[config.mk]
export PLATFORM = sky130hd
export DESIGN_NAME = twc_wrap
export DESIGN_NICKNAME = d
export VERILOG_FILES = /design/src/hw/rtl/twc_pkg.sv /design/src/hw/rtl/twc_wrap.sv
export SDC_FILE = /design/constraint.sdc
export NUM_CORES = 1
export LEC_CHECK = 0
export ABC_AREA = 1
export BUFFER_PORTS_ARGS = -buffer_cell sky130_fd_sc_hd__buf_4
export CORE_MARGIN = 5
export CORE_UTILIZATION = 47
export CTS_CLUSTER_SIZE = 28
export DETAILED_ROUTE_END_ITERATION = 8
export PLACE_DENSITY = 0.64
export SLEW_MARGIN = 10
export SYNTH_ARGS = -nofsm -noshare
export SYNTH_HDL_FRONTEND = slang
export SYNTH_SLANG_ARGS = --single-unit
[constraint.sdc]
create_clock -name clk -period 4.78 [get_ports clk]
set_clock_uncertainty 0.05 [all_clocks]
set_input_delay 0.956 -clock clk [delete_from_list [all_inputs] [get_ports clk]]
set_output_delay 0.956 -clock clk [all_outputs]
set_load 0.01 [all_outputs]
[src/hw/rtl/twc_pkg.sv]
// Shared constants, types and hash helpers for the tiled cellular noise block.
`timescale 1ns / 1ps
package twc_pkg;

  localparam int FRAC_BITS = 16;
  localparam int CELL_BITS = 8;
  localparam int POS_W     = CELL_BITS + FRAC_BITS;
  localparam int PER_W     = 9;
  localparam int SEED_W    = 32;
  localparam int OUT_W     = FRAC_BITS + 1;
  localparam int NUM_AX    = 3;
  localparam int NUM_CELLS = 27;

  // z * per_y, then (.. + y) * per_x
  localparam int PROD_W = 2 * PER_W;
  localparam int IDX_W  = 3 * PER_W + 1;

  // signed axis difference, its magnitude, square and the 3-axis sum
  localparam int DIFF_W = FRAC_BITS + 2;
  localparam int MAG_W  = FRAC_BITS + 1;
  localparam int SQR_W  = 2 * MAG_W;
  localparam int SQ_W   = SQR_W + 2;
  localparam int BEST_W = 2 * FRAC_BITS + 1;

  localparam logic [BEST_W-1:0] ONE_SQ = BEST_W'(1) << (2 * FRAC_BITS);
  localparam logic [OUT_W-1:0]  ONE_FIX = OUT_W'(1) << FRAC_BITS;

  localparam logic [31:0] HASH_C1 = 32'h7feb352d;
  localparam logic [31:0] HASH_C2 = 32'h846ca68b;

  // neighbor offset along one axis: -1, 0, +1
  typedef enum logic [1:0] {
    OFS_NEG  = 2'd0,
    OFS_ZERO = 2'd1,
    OFS_POS  = 2'd2
  } ofs_t;

  typedef struct packed {
    ofs_t dz;
    ofs_t dy;
    ofs_t dx;
  } cell_ofs_t;

  // word handed from cell to cell: wrapped coords per axis and offset
  typedef struct packed {
    logic [NUM_AX-1:0][2:0][PER_W-1:0] wv;
    logic [PER_W-1:0]                  per_x;
    logic [PER_W-1:0]                  per_y;
    logic [SEED_W-1:0]                 seed;
    logic [NUM_AX-1:0][FRAC_BITS-1:0]  frac;
  } chain_t;

  function automatic logic [31:0] hash_mix_a(input logic [31:0] v);
    logic [31:0] t;
    t = v ^ (v >> 16);
    return t * HASH_C1;
  endfunction

  function automatic logic [31:0] hash_mix_b(input logic [31:0] v);
    logic [31:0] t;
    t = v ^ (v >> 15);
    return t * HASH_C2;
  endfunction

  function automatic logic [31:0] hash_fold(input logic [31:0] v);
    return v ^ (v >> 16);
  endfunction

endpackage

[src/hw/rtl/twc_wrap.sv]
// Front end: pipelined tile-mod-period per axis and the -1/0/+1 neighbor wraps.
`timescale 1ns / 1ps
module twc_wrap
  import twc_pkg::*;
(
  input  logic              clk,
  input  logic              rst,
  input  logic              vld_in,
  input  logic [POS_W-1:0]  pos_x,
  input  logic [POS_W-1:0]  pos_y,
  input  logic [POS_W-1:0]  pos_z,
  input  logic [SEED_W-1:0] seed,
  input  logic [PER_W-1:0]  period_x,
  input  logic [PER_W-1:0]  period_y,
  input  logic [PER_W-1:0]  period_z,
  output logic              vld_out,
  output chain_t            chain_out
);

  typedef struct packed {
    logic [NUM_AX-1:0][PER_W-1:0]     rem;
    logic [NUM_AX-1:0][CELL_BITS-1:0] tile;
    logic [NUM_AX-1:0][PER_W-1:0]     per;
    logic [NUM_AX-1:0][FRAC_BITS-1:0] frac;
    logic [SEED_W-1:0]                seed;
  } div_t;

  div_t div_q [CELL_BITS];
  logic vld_q [CELL_BITS];
  div_t first;

  always_comb begin
    first.rem     = '0;
    first.tile[0] = pos_x[POS_W-1:FRAC_BITS];
    first.tile[1] = pos_y[POS_W-1:FRAC_BITS];
    first.tile[2] = pos_z[POS_W-1:FRAC_BITS];
    first.frac[0] = pos_x[FRAC_BITS-1:0];
    first.frac[1] = pos_y[FRAC_BITS-1:0];
    first.frac[2] = pos_z[FRAC_BITS-1:0];
    // a zero period acts as one
    first.per[0]  = (period_x == '0) ? PER_W'(1) : period_x;
    first.per[1]  = (period_y == '0) ? PER_W'(1) : period_y;
    first.per[2]  = (period_z == '0) ? PER_W'(1) : period_z;
    first.seed    = seed;
  end

  // restoring remainder, one tile bit per stage, MSB first
  for (genvar s = 0; s < CELL_BITS; s++) begin : g_div
    localparam int J = CELL_BITS - 1 - s;
    div_t src;
    logic src_vld;
    div_t nxt;

    if (s == 0) begin : g_head
      assign src     = first;
      assign src_vld = vld_in;
    end else begin : g_body
      assign src     = div_q[s-1];
      assign src_vld = vld_q[s-1];
    end

    always_comb begin
      logic [PER_W:0] t;
      nxt = src;
      for (int a = 0; a < NUM_AX; a++) begin
        t = {src.rem[a], src.tile[a][J]};
        if (t >= {1'b0, src.per[a]}) begin
          nxt.rem[a] = PER_W'(t - {1'b0, src.per[a]});
        end else begin
          nxt.rem[a] = t[PER_W-1:0];
        end
      end
    end

    always_ff @(posedge clk) begin
      if (rst) begin
        vld_q[s] <= 1'b0;
      end else begin
        vld_q[s] <= src_vld;
      end
      div_q[s] <= nxt;
    end
  end

  div_t last;
  assign last = div_q[CELL_BITS-1];

  always_ff @(posedge clk) begin
    logic [PER_W:0] inc;
    if (rst) begin
      vld_out <= 1'b0;
    end else begin
      vld_out <= vld_q[CELL_BITS-1];
    end
    for (int a = 0; a < NUM_AX; a++) begin
      inc = {1'b0, last.rem[a]} + (PER_W+1)'(1);
      chain_out.wv[a][OFS_ZERO] <= last.rem[a];
      chain_out.wv[a][OFS_NEG]  <= (last.rem[a] == '0) ? last.per[a] - PER_W'(1)
                                                       : last.rem[a] - PER_W'(1);
      chain_out.wv[a][OFS_POS]  <= (inc == {1'b0, last.per[a]}) ? '0 : inc[PER_W-1:0];
    end
    chain_out.per_x <= last.per[0];
    chain_out.per_y <= last.per[1];
    chain_out.seed  <= last.seed;
    chain_out.frac  <= last.frac;
  end

endmodule

* After elaboration in Yosys (flattened, before gate mapping) *
Memories as Yosys holds them, arrays and structs flattened. A register that Yosys moved wholly into a read port is not among the register bits.
Cells that the tools add are included.

cells by class
  add/subtract/negate cells = 33
  magnitude comparators = 24
  equality and inequality tests = 3
  muxes and demuxes = 41
  bitwise operators = 8
  reductions and logical operators = 6

operators by type and width
  cell                                                                 count
  9-bit two-way mux                                                    30
  10-bit by 9-bit >= comparator with 1-bit output                      21
  9-bit subtractor                                                     21
  9-bit logical NOT                                                    6
  9-bit by 1-bit subtractor with 9-bit output (second input constant)  6
  9-bit by 1-bit adder with 10-bit output (second input constant)      3
  10-bit by 9-bit == test with 1-bit output                            3
  1-bit by 9-bit >= comparator with 1-bit output                       3
  1-bit by 9-bit subtractor with 9-bit output                          3
  1-bit two-way mux                                                    11
  1-bit bitwise OR                                                     8

storage, ports and cells
  bits in registers = 179
  memory bits (writable) = 1272
  input port bits = 134
  output and inout port bits = 180
  logic and storage cells = 132
  memories = 2

memory list
  memory  words  bits a word  rd ports  clocked after Yosys merged registers in  write ports  RTL line        RTL
  div_q   8      158          8         0                                        8            twc_wrap.sv:28  div_t div_q [CELL_BITS];
  vld_q   8      1            8         1                                        8            twc_wrap.sv:29  logic vld_q [CELL_BITS];

* Depth between registers and ports, before layout *
  depth after elaboration = 4
  gate-level depth with buffers = 15
  depth with buffers taken out = 14

* Least setup slack after synthesis *
Ideal clock, no wire load.

  path kind = input -> register
  start = input port period_z[2]
  end = memory div_q[0][151] in the netlist's numbering
  library setup time = 0.129 ns
  data arrival time = 2.387 ns
  required time = 4.601 ns
  slack = 2.214 ns
  cell stages on the path = 8
  buffers on the path = 0
  cell sequence = or2_2 > nor4_1 > or2_2 > ha_1 > inv_1 > ha_1 > xor2_1 > nor2_1

RTL lines
  element      RTL line        RTL
  from (decl)  twc_wrap.sv:15  input logic [PER_W-1:0] period_z,
  to (decl)    twc_wrap.sv:28

==> results.ini <==
[detailed_routing]
postRouteAntennaNets = 0
route.vias.total = 23500
wl_per_cell_um = 12.2
drt-pass1-iter-count = 5
drc = 0
drtIter0Drc = 1055
drt-total-wl_um = 65200
vias_per_cell = 4.40

[worst_hold_path]
worstHoldPathType = flop to flop

[timing]
max_clock_freq_mhz = 413
finalCriticalPeriod_ns = 2.42
rsz0062_at_grt = false
timing.setup.tns_ns = 0
finalSetupViolations = 0
min_period_over_period_pct = 50.7
finalHoldViolCount = 0
slew_violations = 0
slew_headroom_pct = 58.9
tightest_slew_ns = 0.610

[finish]
final_nets = 4447
fin_util_pct = 56.9
ff_latch_area_um2 = 26900
areaGrowthSynthToFinish_pct = 20.7
drive_gt1_share_pct = 14.3
multi_input_area_um2 = 11300
nFillCells = 7151

[worst_setup_path]
crit_type = flop to flop
endpoint_kind = flop
cpMostUsedCell = nand2_1
cp_data_required_time_ns = 5.32
cp_data_arrival_time_ns = 2.96
critical_path.max_stage_delay_ns = 0.58
start_kind = flop
path_cells = inv_1 > ha_1 > nand4_1 > nor2_4 > nand2_1 > o21ai_0 > inv_1 > ha_1 > nand3_1 > nor2_1 > nand3_1 > nand2_1 > nand2_1
cp_slowest_cell = dfxtp_1
path_buf_inv = 2
crit_family = simple AND/OR/NAND/NOR gates
crit_fanout = 11

[floorplanning]
dieHeight_um = 302
die-area_um2 = 91000
die_w_um = 302
io_pins = 314
rows = 107
start_util_pct = 47.2
fp.coreArea_um2 = 84700

[global_routing]
grt_max_degree = 18
grt.overflow.total = 0
antenna_found_initial = 5
grt_use_total_pct = 14.4
grt_pass1_vias = 23100
grt_first_pass_wirelength_um = 109000

[clock_tree]
cts_tree = done
cts_resized = 0
root_buffer = clkbuf_16
h-tree-depth = 4
postCtsHoldBufs = 0
cts_buffers = 135
clk_latency_ns = 0.71
cts.sinks = 1344
cts_max_path_buffers = 3
path_clk_slew_ns = 0.06
post_cts_buffers = 0

[place]
hpwl_um = 47100
portBuffers = 313
place_congestion = 0.859

[logic_synthesis]
synth_fp_nets = 4047
yosysTopAreaCellShare_pct = 67.3
syn-cell-area_um2 = 40000
synth_common_cells = dfxtp_1, nand2_1, inv_1
postSynthAreaPerCell_um2 = 10.8
yosysTopAreaCell = dfxtp_1
yosysMostFrequentCell = dfxtp_1
synth_ff_type = dfxtp_1
ys_types = 37
synth_seq_cells = 1344
seq_area_frac_synth_pct = 67.3
synthArstFlopShare_pct = 0
synthTopCellsByArea = dfxtp_1, ha_1, nand2_1
synth_cells = 3688
synth_warnings = 0
synth_edf_count = 0

[power]
ir_worst_vdd_uv = 374
powerDensity_nw_per_um2 = 620
p_leak_uw = 0.0226

[outcome]
status = finished, final reports clean

[run]
maxCapViolCount = 0

[metrics by stage]
stage / cells / total power (µW) / hold slack (ns) / setup WS [ns] / area (µm²)
after floorplan: 3688 / 17600 / 0.260 / 2.21 / 40000
after global placement: 5095 / 19300 / 0.260 / 1.91 / 43500
after detailed placement: 5095 / 19400 / 0.262 / 1.90 / 43500
after CTS: 5341 / 30300 / 0.219 / 2.33 / 48200
after global routing: 5342 / 31800 / 0.226 / 2.06 / 48200
final: 5346 / 29900 / 0.268 / 2.36 / 48200
[cells in the final DEF (no fill, tap or decap), types with 4 or more instances in the layout]
cell,count
nand3b_1,10
nand2_2,16
o21bai_1,22
ha_1,204
inv_1,398
nor4_1,4
a31oi_1,15
xor2_1,33
o21ai_1,5
nor2_2,10
o21ai_2,22
a21o_1,31
clkinv_2,24
buf_4,313
o211ai_1,7
nand2_1,537
xnor2_1,109
clkinv_4,7
o21ai_0,96
nand4_1,20
nor2_1,312
nor3_1,4
fa_1,21
nand3_1,162
inv_6,10
bufinv_16,14
diode_2,5
clkbuf_1,17
clkbuf_8,21
a211oi_1,26
clkinvlp_4,6
or2_2,4
clkbuf_16,139
dfxtp_1,1344
a21oi_1,213
[cell families (layout without fill, tap and decap cells)]
family / count (synthesis) / in the layout / synth area share, %
AOI/OAI and AO/OA: 439 / 439 / 6.32
adders and majority gates: 225 / 225 / 7.44
DFF: 1344 / 1344 / 67.3
other: 0 / 5 / 0
buffers and inverters: 451 / 960 / 4.48
and+or+nand+nor: 1087 / 1087 / 11.3
xor gates and xnor gates: 142 / 142 / 3.11
[area by class of cell]
| type | instances | share of cell area, % |
|---|---|---|
| Antenna cell | 5 | 0.0259 |
| Clock buffer | 177 | 7.94 |
| Clock inverter | 69 | 1.89 |
| Inverter | 401 | 3.12 |
| Multi-Input combinational cell | 1893 | 23.4 |
| Sequential cell | 1344 | 55.8 |
| Tap cell | 1144 | 2.97 |
| Timing Repair Buffer | 313 | 4.87 |
[state kept, by name (all words and copies together) (netlist names)]
register / cells
vld_q: 8
chain_out: 179
div_q: 1156
vld_out: 1
[worst paths after layout]
kind,startpoint,to,slack [ns],cells past startpoint
max,div_q[1][614],chain_out[133],2.36,13
min,div_q[1][59],div_q[1][217],0.27,0
max reg2reg,div_q[1][614],chain_out[133],2.36,13
min reg2reg,div_q[1][59],div_q[1][217],0.27,0
[layer usage]
metal / vias to the layer above / GRT usage, % / wire, µm
li1: 12600 / - / -
met1: 10400 / 17.9 / 29500
met2: 413 / 23.7 / 30100
met3: 131 / 4.37 / 3810
met4: 2 / 5.63 / 1700
met5: - / 0 / 17
[where the power goes]
| group | total, µW | internal [µW] | switching, µW |
|---|---|---|---|
| Sequential | 13400 | 12600 | 752 |
| Clock | 10800 | 6500 | 4260 |
| Combinational | 5770 | 2460 | 3310 |
Note: power is estimated with default switching activity, not from simulation.
