[config.mk]
export PLATFORM = sky130hd
export DESIGN_NAME = twc_isqrt
export DESIGN_NICKNAME = d
export VERILOG_FILES = /design/src/hw/rtl/twc_pkg.sv /design/src/hw/rtl/twc_isqrt.sv
export SDC_FILE = /design/constraint.sdc
export NUM_CORES = 1
export LEC_CHECK = 0
export BUFFER_PORTS_ARGS = -buffer_cell sky130_fd_sc_hd__buf_2
export CELL_PAD_IN_SITES_DETAIL_PLACEMENT = 1
export CELL_PAD_IN_SITES_GLOBAL_PLACEMENT = 1
export CORE_MARGIN = 2
export CORE_UTILIZATION = 51
export DETAILED_ROUTE_END_ITERATION = 8
export PLACE_DENSITY_LB_ADDON = 0.15
export SLEW_MARGIN = 15
export SYNTH_ARGS = -nofsm -noshare
export SYNTH_HDL_FRONTEND = slang
export SYNTH_SLANG_ARGS = --single-unit
[constraint.sdc]
create_clock -name clk -period 4.05 [get_ports clk]
set_input_delay 0.81 -clock clk [delete_from_list [all_inputs] [get_ports clk]]
set_output_delay 0.81 -clock clk [all_outputs]
set_load 0.005 [all_outputs]
[src/hw/rtl/twc_pkg.sv]
// Shared constants, types and hash helpers for the tiled cellular noise block.
`timescale 1ns / 1ps
package twc_pkg;

  localparam int FRAC_BITS = 16;
  localparam int CELL_BITS = 8;
  localparam int POS_W     = CELL_BITS + FRAC_BITS;
  localparam int PER_W     = 9;
  localparam int SEED_W    = 32;
  localparam int OUT_W     = FRAC_BITS + 1;
  localparam int NUM_AX    = 3;
  localparam int NUM_CELLS = 27;

  // z * per_y, then (.. + y) * per_x
  localparam int PROD_W = 2 * PER_W;
  localparam int IDX_W  = 3 * PER_W + 1;

  // signed axis difference, its magnitude, square and the 3-axis sum
  localparam int DIFF_W = FRAC_BITS + 2;
  localparam int MAG_W  = FRAC_BITS + 1;
  localparam int SQR_W  = 2 * MAG_W;
  localparam int SQ_W   = SQR_W + 2;
  localparam int BEST_W = 2 * FRAC_BITS + 1;

  localparam logic [BEST_W-1:0] ONE_SQ = BEST_W'(1) << (2 * FRAC_BITS);
  localparam logic [OUT_W-1:0]  ONE_FIX = OUT_W'(1) << FRAC_BITS;

  localparam logic [31:0] HASH_C1 = 32'h7feb352d;
  localparam logic [31:0] HASH_C2 = 32'h846ca68b;

  // neighbor offset along one axis: -1, 0, +1
  typedef enum logic [1:0] {
    OFS_NEG  = 2'd0,
    OFS_ZERO = 2'd1,
    OFS_POS  = 2'd2
  } ofs_t;

  typedef struct packed {
    ofs_t dz;
    ofs_t dy;
    ofs_t dx;
  } cell_ofs_t;

  // word handed from cell to cell: wrapped coords per axis and offset
  typedef struct packed {
    logic [NUM_AX-1:0][2:0][PER_W-1:0] wv;
    logic [PER_W-1:0]                  per_x;
    logic [PER_W-1:0]                  per_y;
    logic [SEED_W-1:0]                 seed;
    logic [NUM_AX-1:0][FRAC_BITS-1:0]  frac;
  } chain_t;

  function automatic logic [31:0] hash_mix_a(input logic [31:0] v);
    logic [31:0] t;
    t = v ^ (v >> 16);
    return t * HASH_C1;
  endfunction

  function automatic logic [31:0] hash_mix_b(input logic [31:0] v);
    logic [31:0] t;
    t = v ^ (v >> 15);
    return t * HASH_C2;
  endfunction

  function automatic logic [31:0] hash_fold(input logic [31:0] v);
    return v ^ (v >> 16);
  endfunction

endpackage

[src/hw/rtl/twc_isqrt.sv]
// Pipelined integer square root, one root bit per stage.
`timescale 1ns / 1ps
module twc_isqrt
  import twc_pkg::*;
(
  input  logic              clk,
  input  logic              rst,
  input  logic              vld_in,
  input  logic [BEST_W-1:0] value,
  output logic              vld_out,
  output logic [OUT_W-1:0]  root
);

  localparam int TW = 2 * OUT_W + 1;

  logic [BEST_W-1:0] rem_q  [OUT_W];
  logic [OUT_W-1:0]  root_q [OUT_W];
  logic              vld_q  [OUT_W];

  for (genvar s = 0; s < OUT_W; s++) begin : g_stg
    localparam int B = OUT_W - 1 - s;
    logic [BEST_W-1:0] rem_src;
    logic [OUT_W-1:0]  root_src;
    logic              vld_src;
    logic [TW-1:0]     term;

    if (s == 0) begin : g_head
      assign rem_src  = value;
      assign root_src = '0;
      assign vld_src  = vld_in;
    end else begin : g_body
      assign rem_src  = rem_q[s-1];
      assign root_src = root_q[s-1];
      assign vld_src  = vld_q[s-1];
    end

    // (r + 2^B)^2 - r^2 = r * 2^(B+1) + 2^(2B)
    assign term = (TW'(root_src) << (B + 1)) | (TW'(1) << (2 * B));

    always_ff @(posedge clk) begin
      if (rst) begin
        vld_q[s] <= 1'b0;
      end else begin
        vld_q[s] <= vld_src;
      end
      if (TW'(rem_src) >= term) begin
        rem_q[s]  <= BEST_W'(TW'(rem_src) - term);
        root_q[s] <= root_src | (OUT_W'(1) << B);
      end else begin
        rem_q[s]  <= rem_src;
        root_q[s] <= root_src;
      end
    end
  end

  assign vld_out = vld_q[OUT_W-1];
  assign root    = root_q[OUT_W-1];

endmodule

== Yosys cells after proc, flatten, opt, wreduce, memory -nomap -nowiden ==
Memory sizes are Yosys's and may differ from the RTL's.
Index checks and enable logic that the tools add are counted.

* Output and inout port bits: 18
* Memories kept: 3
* Bits in registers: 0
* Memory bits (read-only): 0
* Bits in latches: 0
* Memory bits (writable): 867

{| class="wikitable"
|+ Memory list
! name !! words !! bits a word !! rd ports !! clocked after Yosys merged registers in !! wr ports !! line !! source
|-
| rem_q || 17 || 33 || 16 || 0 || 17 || twc_isqrt.sv:16 || <nowiki>logic [BEST_W-1:0] rem_q [OUT_W];</nowiki>
|-
| root_q || 17 || 17 || 17 || 0 || 17 || twc_isqrt.sv:17 || <nowiki>logic [OUT_W-1:0] root_q [OUT_W];</nowiki>
|-
| vld_q || 17 || 1 || 17 || 0 || 17 || twc_isqrt.sv:18 || <nowiki>logic vld_q [OUT_W];</nowiki>
|}

* Reductions and logical operators: 0
* Mux-type cells: 105
* Bitwise operators: 51
* Div/mod/pow operators: 0
* Add/sub/neg operators: 17
* Multiply operators: 0
* Order comparisons: 17
* Equal/unequal tests: 0
* Shift-type cells: 0

{| class="wikitable"
|+ Operators by type and width
! operator !! count
|-
| $mux W33 || 17
|-
| $mux W17 || 17
|-
| $mux W1 || 71
|-
| $or A1 B1 Y1 || 51
|-
| $ge A33 B18 Y1 || 1
|-
| $ge A33 B19 Y1 || 1
|-
| $ge A33 B20 Y1 || 1
|-
| $ge A33 B21 Y1 || 1
|-
| $ge A33 B22 Y1 || 1
|-
| $ge A33 B23 Y1 || 1
|-
| $ge A33 B24 Y1 || 1
|-
| $ge A33 B25 Y1 || 1
|-
| $ge A33 B26 Y1 || 1
|-
| $ge A33 B27 Y1 || 1
|-
| $ge A33 B28 Y1 || 1
|-
| $ge A33 B29 Y1 || 1
|-
| $ge A33 B30 Y1 || 1
|-
| $ge A33 B31 Y1 || 1
|-
| $ge A33 B32 Y1 || 1
|-
| $ge A33 B33 Y1 || 1
|-
| $ge A33 B33 Y1 const B || 1
|-
| $sub A33 B18 Y33 || 1
|-
| $sub A33 B19 Y33 || 1
|-
| $sub A33 B20 Y33 || 1
|-
| 14 further kinds || 14
|}

== Logic depth before layout (Yosys ltp) ==
An unclocked memory read counts as a cell.

* Word-level depth: 5
* Gate-level depth with buffers: 12
* Depth with buffers taken out: 10

== Worst setup path before layout ==
OpenSTA, ideal clock, no wires.

* Path kind: register to register
* Start: memory root_q[14][13] (netlist name)
* End: memory rem_q[15][26] (netlist name)
* Setup time: 0.119 ns
* Cell stages (with the launch flop): 11
* Clock period less this slack: 2.564 ns
* Path buffers: 1
* Required time: 3.931 ns
* Arrival time: 2.445 ns
* Setup slack: 1.486 ns
* Path through: dfxtp_1 -> inv_1 -> ha_1 -> clkbuf_1 -> nand2_1 -> or4_1 -> a21o_1 -> a311oi_2 -> a2111oi_0 -> and3_1 -> xor2_1

{| class="wikitable"
|+ RTL lines
! item !! line
|-
| start, declared || twc_isqrt.sv:17
|-
| end, declared || twc_isqrt.sv:16
|}

==> flow_metrics.env <==
export IMPL_grt_pass1_vias=20100
export IMPL_die_area_um2=52700
export IMPL_rrSetupSlack_ns=0.85
export IMPL_rsz0062_at_grt="no"
export IMPL_post_cts_buffers=0
export IMPL_crit_path_start="root_q[13][3]"
export IMPL_gp_congestion=0.879
export IMPL_clk_latency_ns=0.62
export IMPL_path_clk_slew_ns=0.06
export IMPL_synth_avg_cell_area_um2=10.2
export IMPL_io_pins=54
export IMPL_grt_max_degree=33
export IMPL_start_util_pct=51.7
export IMPL_grt_first_pass_wirelength_mm=107
export IMPL_core_area_um2=50200
export IMPL_power_uw=24600
export IMPL_n_fill_cell=5349
export IMPL_syn_area_um2=26000
export IMPL_diodes=0
export IMPL_fmax_ghz=0.312
export IMPL_r2r_start="root_q[13][3]"
export IMPL_status="finished clean"
export IMPL_tightestPinTransition_ns=1.03
export IMPL_die_h_um=230
export IMPL_drive_gt1_share_pct=9.32
export IMPL_multiInputGateArea_um2=11000
export IMPL_fin_crit_sh_pct=79.1
export IMPL_ctsHoldBuffers=0
export IMPL_io_buffers=53
export IMPL_nets=2830
export IMPL_area_growth_syn_to_layout_pct=13.8
export IMPL_crit_arrival_ns=3.70
export IMPL_drt_first_iter_violations=781
export IMPL_viasPerCell=5.48
export IMPL_ys_seq_area_share_pct=53.8
export IMPL_cts_tree="built"
export IMPL_hold_viol=0
export IMPL_regArea_um2=14000
export IMPL_cts_resized=0
export IMPL_leakage_uw=0.0132
export IMPL_period_minus_slack_ns=3.20
export IMPL_ys_seq_elements=698
export IMPL_worst_r2r_path_depth=9
export IMPL_max_slew_margin_rel_pct=31.5
export IMPL_cp_start_kind="register"
export IMPL_max_clock_path_buffers=3
export IMPL_reg2reg_to="rem_q[14][31]"
export IMPL_finalSetupViolCount=0
export IMPL_detail_route_wl_per_cell_um=19.9
export IMPL_placed_cell_area_um2=26900
export IMPL_cp_required_ns=4.55
export IMPL_cp_max_fo=6
export IMPL_fp_dieW_um=230
export IMPL_end_kind="register"
export IMPL_synth_ff_type="dfxtp_1"
export IMPL_ant_nets=0
export IMPL_syn_inst=2538
export IMPL_worstSetupPathType="register to register"
export IMPL_cp_cell_sequence="inv_1 > ha_1 > o21ai_0 > a2bb2oi_1 > a22o_1 > nor2_1 > o21ai_0 > nor3_1 > xor2_1"
export IMPL_grt_antenna_before_repair=0
export IMPL_crit_top_cell="o21ai_0"
export IMPL_worstSetupEndpoint="rem_q[14][31]"
export IMPL_cp_slowest_cell="o21ai_0"
export IMPL_hold_class="input port to register"
export IMPL_yosysWarnings=0
export IMPL_max_cap_violations=0
export IMPL_htreeDepth=3
export IMPL_grt_overflow_total=0
export IMPL_tns_ns=0
export IMPL_dr_pass1_iters=5
export IMPL_syn_nets=2740
export IMPL_clock_skew_ns=0.0277
export IMPL_synth_edf_count=0
export IMPL_synthArstFlopShare_pct=0
export IMPL_drcViolationCount=0
export IMPL_design_area_um2=29500
export IMPL_grt_usage_pct=25.4
export IMPL_numCtsBuffers=71
export IMPL_ir_worst_vdd_uv=541
export IMPL_dp_hpwl_mm=48.5
export IMPL_max_stage_delay_ns=0.78
export IMPL_cts_root_buffer="clkbuf_16"
export IMPL_via_count=18400
export IMPL_routed_wl_mm=66.7
export IMPL_yosysUniqueCellTypes=94
export IMPL_p_per_area_nw_per_um2=833
export IMPL_clock_sinks=698
export IMPL_num_rows=82
export IMPL_slew_viol_final=0
## report_power, final
part	internal [uW]	switching (uW)	total (uW)
combinational	3200	4130	7340
clock	4330	2850	7180
sequential	8610	1460	10100
## state kept, by name (all words and copies together), names as in the netlist
| register | cells |
|---|---|
| rem_q | 528 |
| root_q | 153 |
| vld_q | 17 |
## layout make-up
| type | count | share of cell area [%] |
|---|---|---|
| Inverter | 212 | 2.69 |
| Tap cell | 672 | 2.85 |
| Timing Repair Buffer | 67 | 1.25 |
| Multi-Input combinational cell | 1578 | 37.1 |
| Clock buffer | 95 | 6.83 |
| Sequential cell | 698 | 47.3 |
| Clock inverter | 33 | 1.95 |
## cell usage after synthesis (8+ instances only)
cell	count	area, um2
xor2_1	113	990
or3_1	27	169
and3_1	13	81.3
o21a_1	35	263
mux2_2	18	203
o21bai_1	9	67.6
dfxtp_1	698	14000
a21oi_1	117	586
mux2i_1	8	80.1
nand3b_1	9	67.6
a21boi_0	9	67.6
o31ai_1	17	128
a31oi_1	16	100
nor4b_1	16	140
nand3_1	29	145
nor2_1	135	507
xnor2_1	88	771
nand2b_1	33	206
o21ai_0	136	681
nor3_1	83	415
or4_1	12	90.1
or2_2	9	56.3
nand2_1	170	638
nand4_1	29	181
buf_2	11	55.1
clkbuf_1	31	116
a211oi_1	11	82.6
nor4_1	79	494
nor2b_1	36	225
a21o_1	31	233
ha_1	166	2080
nand4b_1	8	70.1
inv_1	211	792
## critical path, delay by kind of cell (launching register included)
family / cells / cell delay (ns)
XOR/XNOR: 1 / 0.19
adder cells (fa/ha/maj): 1 / 0.37
AND/OR/NAND/NOR: 2 / 0.24
buffers and inverters: 1 / 0.08
flip-flops: 1 / 0.43
AO/OA/AOI/OAI: 4 / 1.77
## cell usage in the layout (no fill, tap or decap), types with 18 or more instances in the layout
cell	count
nor3_1	82
nor2b_1	36
a21oi_1	117
buf_2	53
mux2_2	18
inv_1	211
nand2_1	170
nor2_1	135
or3_1	27
nand4_1	29
xnor2_1	88
clkbuf_16	72
nor4_1	78
a21o_1	31
ha_1	166
nand3_1	29
dfxtp_1	698
o21ai_0	136
nand2b_1	33
xor2_1	113
o21a_1	35
## per-stage QoR
step	util, %	hold slack, ns	setup slack, ns	instances
after floorplan	-	0.322	1.49	2538
after global routing	58.9	0.256	0.636	3355
after CTS	58.9	0.252	0.879	3355
final	58.9	0.285	0.847	3355
after global placement	53.7	0.328	1.09	3227
after detailed placement	53.7	0.336	0.989	3227
## layer usage
layer,GRT usage (%),part of all wire [%],vias up
li1,-,-,8971
met4,8.38,2.9,0
met1,28.6,41,9002
met5,0,0,-
met3,3.70,2.9,127
met2,48.6,54,283
## cells by family after synthesis
kind of cell | after synthesis | synth area share [%]
and+or+nand+nor | 729 | 14.9
DFF | 698 | 53.8
AOI/OAI and AO/OA | 455 | 11.4
buffers and inverters | 262 | 3.98
xor gates and xnor gates | 201 | 6.78
adders and majority gates | 166 | 8.00
muxes | 26 | 1.09
other | 1 | 0.0144
## worst min-delay path by stage
stage,startpoint,slack [ns],end,cells after the start
after floorplan,rem_q[10][0],0.32,rem_q[11][0],0
after global placement,rem_q[9][1],0.33,rem_q[10][1],0
after detailed placement,root_q[7][16],0.34,root_q[8][16],0
after CTS,value[21],0.25,rem_q[0][21],1
after global routing,value[13],0.26,rem_q[0][13],1
final,value[21],0.28,rem_q[0][21],1
(Power assumes the default switching activity.)
